## src/hw/rtl/sorted_key_table_insert_update_assert.svh

```systemverilog
// assertion macros for the sorted key table
`ifndef SORTED_KEY_TABLE_INSERT_UPDATE_ASSERT_SVH
`define SORTED_KEY_TABLE_INSERT_UPDATE_ASSERT_SVH

// antecedent implies consequent on the next edge
`define SKT_ASSERT_NEXT(lbl, clk, rst_n, ante, cons) \
    lbl: assert property (@(posedge clk) disable iff (!rst_n) (ante) |=> (cons)) \
        else $error("assertion failed");

// condition holds at every edge out of reset
`define SKT_ASSERT_ALWAYS(lbl, clk, rst_n, cond) \
    lbl: assert property (@(posedge clk) disable iff (!rst_n) (cond)) \
        else $error("assertion failed");

`endif

```

## src/hw/rtl/skt_pkg.sv

```systemverilog
`default_nettype none
package skt_pkg;
    localparam int TableEntries = 1024;
    localparam int YearSlots    = 10;
    localparam int PosW         = 10;
    localparam int CntW         = 11;
    localparam int SlotW        = 4;
    localparam int CountAddrW   = 14;
    localparam logic [15:0] BaseYearReset = 16'd2009;

    // controller to datapath
    typedef struct packed {
        logic load;        // capture the request
        logic probe_rd;    // read keys at mid
        logic probe_eval;  // compare probe and narrow range
        logic shift_rd;    // read entry src for the move
        logic shift_wr;    // write read entry to src+1
        logic clr_wr;      // write zero to count slot of new entry
        logic key_wr;      // write key and bump count
        logic upd_wr;      // write count at pos/slot
        logic rd_issue;    // read for a read request
        logic finish;      // present result
    } t_cmd;

    // datapath to controller
    typedef struct packed {
        logic kind;
        logic search_done;
        logic found;
        logic bad_year;
        logic full;
        logic shift_last;  // src reached pos
        logic no_shift;    // nothing to move
        logic clr_last;
    } t_stat;
endpackage
`default_nettype wire

```

## src/hw/rtl/skt_ctrl.sv

```systemverilog
`default_nettype none
module skt_ctrl
    import skt_pkg::*;
(
    input  wire logic  i_clk,
    input  wire logic  i_rst_n,
    input  wire logic  start,
    output logic       busy,
    input  wire t_stat i_stat,
    output t_cmd       o_cmd
);
    localparam logic [3:0] S_IDLE = 4'd0, S_PRD = 4'd1, S_PEV = 4'd2, S_DEC = 4'd3,
        S_SRD = 4'd4, S_SWR = 4'd5, S_CLR = 4'd6, S_KEY = 4'd7, S_UPD = 4'd8,
        S_RD = 4'd9, S_RDW = 4'd10, S_FIN = 4'd11;

    logic [3:0] r_state, n_state;

    always_ff @(posedge i_clk) begin
        if (!i_rst_n) r_state <= S_IDLE;
        else r_state <= n_state;
    end

    always_comb begin
        n_state = r_state;
        o_cmd = '0;
        unique case (r_state)
            S_IDLE: begin
                if (start) begin
                    o_cmd.load = 1'b1;
                    n_state = S_PRD;
                end
            end
            S_PRD: begin
                if (i_stat.kind) n_state = S_RD;
                else if (i_stat.search_done) n_state = S_DEC;
                else begin
                    o_cmd.probe_rd = 1'b1;
                    n_state = S_PEV;
                end
            end
            S_PEV: begin
                o_cmd.probe_eval = 1'b1;
                n_state = S_PRD;
            end
            S_DEC: begin
                if (i_stat.bad_year || i_stat.full) n_state = S_FIN;
                else if (i_stat.found) n_state = S_UPD;
                else if (i_stat.no_shift) n_state = S_CLR;
                else n_state = S_SRD;
            end
            S_SRD: begin
                o_cmd.shift_rd = 1'b1;
                n_state = S_SWR;
            end
            S_SWR: begin
                o_cmd.shift_wr = 1'b1;
                n_state = i_stat.shift_last ? S_CLR : S_SRD;
            end
            S_CLR: begin
                o_cmd.clr_wr = 1'b1;
                if (i_stat.clr_last) n_state = S_KEY;
            end
            S_KEY: begin
                o_cmd.key_wr = 1'b1;
                n_state = S_UPD;
            end
            S_UPD: begin
                o_cmd.upd_wr = 1'b1;
                n_state = S_FIN;
            end
            S_RD: begin
                o_cmd.rd_issue = 1'b1;
                n_state = S_RDW;
            end
            S_RDW: n_state = S_FIN;
            S_FIN: begin
                o_cmd.finish = 1'b1;
                n_state = S_IDLE;
            end
            default: n_state = S_IDLE;
        endcase
    end

    assign busy = (r_state != S_IDLE);
endmodule
`default_nettype wire

```

## config.mk

```make
export PLATFORM = sky130hd
export DESIGN_NAME = skt_ctrl
export DESIGN_NICKNAME = d
export VERILOG_FILES = /design/src/hw/rtl/sorted_key_table_insert_update_assert.svh /design/src/hw/rtl/skt_pkg.sv /design/src/hw/rtl/skt_ctrl.sv
export SDC_FILE = /design/constraint.sdc
export NUM_CORES = 1
export LEC_CHECK = 0
export BUFFER_PORTS_ARGS = -buffer_cell sky130_fd_sc_hd__clkbuf_2
export CAP_MARGIN = 40
export CORE_AREA = 2 2 39 41
export CTS_BUF_LIST = sky130_fd_sc_hd__clkbuf_4 sky130_fd_sc_hd__clkbuf_8
export DETAILED_ROUTE_END_ITERATION = 10
export DIE_AREA = 0 0 41 43
export PLACE_DENSITY_LB_ADDON = 0.15
export SETUP_SLACK_MARGIN = 0.05
export SLEW_MARGIN = 10
export SYNTH_ARGS = -nofsm -noshare
export SYNTH_HDL_FRONTEND = slang
export SYNTH_SLANG_ARGS = --single-unit
```

## constraint.sdc

```tcl
create_clock -name i_clk -period 3.5 [get_ports i_clk]
set_clock_uncertainty 0.2 [all_clocks]
set_input_delay 0.175 -clock i_clk [delete_from_list [all_inputs] [get_ports i_clk]]
set_output_delay 0.175 -clock i_clk [all_outputs]
set_load 0.03 [all_outputs]
```

# --- Word level (Yosys, flattened, before mapping) ---
# Cells that the tools add are included.
totals:
  word_cells: 41
  out_inout_bits: 11
  register_bits: 4
op_classes:
  n_mux: 22
  reduce_logical: 5
  eq_ne: 13
op_table:
  columns: ["operator", "count"]
  rows:
  - ["one-hot mux 4 bit (10 select lines)", 1]
  - ["two-way mux 4 bit", 5]
  - ["equality test 4 x 3 -> 1 bit, second input constant", 4]
  - ["equality test 4 bit, second input constant", 4]
  - ["two-way mux 1 bit", 14]
  - ["equality test 4 x 2 -> 1 bit, second input constant", 2]
  - ["equality test 4 x 1 -> 1 bit, second input constant", 1]
  - ["logical NOT 4 bit", 1]
  - ["two-way mux 2 bit", 2]
  - ["inequality test 2 bit, second input constant", 2]
  - ["nonzero test 4 bit", 1]
  - ["AND reduction 2 bit", 1]
  - ["OR reduction 2 bit", 1]
  - ["logical OR 1 bit", 1]

# --- Longest topological paths before layout ---
depth:
  word_depth: 4
  depth_mapped: 5
  mapped_depth_nobuf: 4

# --- Worst setup path after synthesis ---
# OpenSTA, ideal clock, no wires.
synth_timing:
  path_kind: "reg-to-output"
  startpoint: "register r_state[1]"
  endpoint: "output o_cmd[8] in the netlist's numbering"
  path_slack_ns: 1.515
  stages_incl_launch_ff: 4
  arrival_time_ns: 1.610
  path_buffers: 1
  path_cell_list: "dfxtp_1 buf_6 nor2_1 nor4b_1"
synth_lines:
  columns: ["element", "line", "text"]
  rows:
  - ["from (decl)", "skt_ctrl.sv:16", "logic [3:0] r_state, n_state;"]
  - ["from (signal assigned)", "skt_ctrl.sv:20", "else r_state <= n_state;"]
  - ["to (decl)", "skt_ctrl.sv:10", "output t_cmd o_cmd"]

==> qor.yml <==
status: "complete, no violations"
vias_per_cell: 4.880
antenna_found_initial: 0
dieArea_um2: 1763
rows: 14
cts_hold_buf: 0
htreeDepth: 1
use_met2_pct: 20.94
setup_viol: 0
insertion_delay_ns: 0.23
use_met1_pct: 13.83
grt_pass1_vias: 380
mostFrequentLayoutCells: "clkbuf_2, nand2_1, nor2_1, nor3_1, dfxtp_1"
postCtsSetupBuffers: 0
cp_max_fo: 16
largest_reg_flops: 4
grt_start_max_net_pins: 17
top_regs: "r_state: 4 flops"
path_clk_slew_ns: 0.03
yosysWarnings: 0
stdcell_area_um2: 495.5
ctsResizeCount: 0
regMostFlops: "r_state"
p_per_area_nw_per_um2: 420.5
cts-root-buf: "clkbuf_4"
clockBufferDepth: 2
timing.fmax_mhz: 524.6
drcViolationCount: 0
start_kind: "flop"
cts_tree: "done"
busiest_layer: "met2"
layout_min_cycle_time_ns: 1.906
yosys.area.top_type: "dfxtp_1"
fin_nets: 89
tightestPinTransition_ns: 0.4597
slowest_delay_ns: 0.59
core_um2: 1384
grt.overflow.total: 0
layout_commonest_cell: "clkbuf_2"
finalHoldViolCount: 0
ys_seq_elements: 4
numCtsBuffers: 3
detailed_place.area_um2: 473.0
syn-num-nets: 67
port-buffer-count: 21
area_delta_synth_final_pct: 28.57
layout-drive-gt1-share_pct: 36.84
drt_pass1_iterations: 3
fin_crit_sh_pct: 54.46
grt_first_pass_wirelength_um: 1518
hpwl_um: 762.2
die_x_um: 41
critPathKind: "reg2out"
vias: 449
routedWlPerCell_um: 10.51
min_path_type: "in2reg"
routed_wl_um: 967
io_pins: 22
setup_tns_ns: 0
path_cells: "nand2b_2 -> nor4b_1 -> clkbuf_2"
cp.required_ns: 3.12
crit_family: "flip-flops"
ant_nets: 0
synth_area_leaders: "dfxtp_1, nor3_1, nand2_1"
async_flop_share_pct: 0
synth_cell_type_count: 25
endpoint_kind: "primary output"
met3_usage_pct: 1.571
worst-path-buf-inv: 1
peakVddDrop_mv: 0.1455
yosysTopAreaCellShare_pct: 20.78
slew_violations: 0
start_util_pct: 27.85
synth_area_um2: 385.4
rsz0062_at_grt: "false"
slew-limit-headroom_pct: 69.31
syn_inst: 56
cp.arrival_ns: 1.53
synth_edf_count: 0
power.static_leakage_nw: 0.2291
ys_seq_area_share_pct: 20.78
die_h_um: 43
clock-sinks: 4
grt.total_usage_pct: 12.55
syn_area_per_cell_um2: 6.882
synth_ff_type: "dfxtp_1"
antennaDiodeCount: 0
maxCapViolations: 0
crit_path_top_delay_cell: "dfxtp_1"
gp_congestion: 0.7199
drtIter0Drc: 2
[worst paths after layout]
path	slack (ns)	to	startpoint	cells past startpoint
worst min register to register	0.44	r_state[2]$_SDFFE_PN0P_	r_state[2]$_SDFFE_PN0P_	2
worst max-delay path	1.59	o_cmd[8]	r_state[0]$_SDFFE_PN0P_	3
worst max register to register	1.97	r_state[0]$_SDFFE_PN0P_	r_state[2]$_SDFFE_PN0P_	3
worst min-delay path	0.02	r_state[3]$_SDFFE_PN0P_	i_rst_n	2
[worst reg2reg max path, delay by kind of cell (launching register included)]
kind	cells	cell delay (ns)
AO/OA/AOI/OAI	2	0.40
flip-flops	1	0.57
AND/OR/NAND/NOR	1	0.25
[power by group]
| group | switching (mW) | leakage, nW | internal (mW) |
|---|---|---|---|
| Combinational | 0.0495 | 0.182 | 0.0332 |
| Clock | 0.0166 | 0.0138 | 0.0382 |
| Sequential | 0.0191 | 0.0329 | 0.0517 |
[through the flow]
step | total power [mW] | hold WS, ns | utilization (%) | setup WS (ns) | cells
2_1_floorplan | 0.1366 | 0.09273 | - | 1.515 | 56
3_3_place_gp | 0.1551 | 0.2398 | 34.18 | 1.855 | 89
3_5_place_dp | 0.1545 | 0.2503 | 34.18 | 1.819 | 89
4_1_cts | 0.2133 | 0.003005 | 35.80 | 1.575 | 92
5_1_grt | 0.2254 | 0.02138 | 35.80 | 1.474 | 92
6_report | 0.2084 | 0.01653 | 35.80 | 1.594 | 92
[cell usage after synthesis, types with 2 or more instances]
cell type and count:
a21oi_1 2, nand2b_1 3, nor2b_1 2, nand3_1 2, buf_6 2, dfxtp_1 4, o21ai_0 3, nor2_1 8
buf_4 2, nand2_1 8, nor3_1 6
[layout make-up]
cell class | count | area (um^2)
flip-flops and latches | 4 | 80.08
multi-input cells | 47 | 264.0
repair buffers | 21 | 105.1
inverters | 1 | 3.754
well taps | 16 | 20.02
fillers | 161 | 888.4
clock buffers | 3 | 22.52
[per-layer routing]
layer	wire, um	vias up	share of wire, %
met4	0	0	0
li1	-	238	-
met2	515	11	53
met1	395	200	41
met3	56	0	5.8
met5	0	-	0
[kinds of logic after synthesis]
group / synth area share, %
and+or+nand+nor: 48.38
AOI/OAI and AO/OA: 20.13
buffers and inverters: 10.71
DFF: 20.78
(Power assumes the default switching activity.)
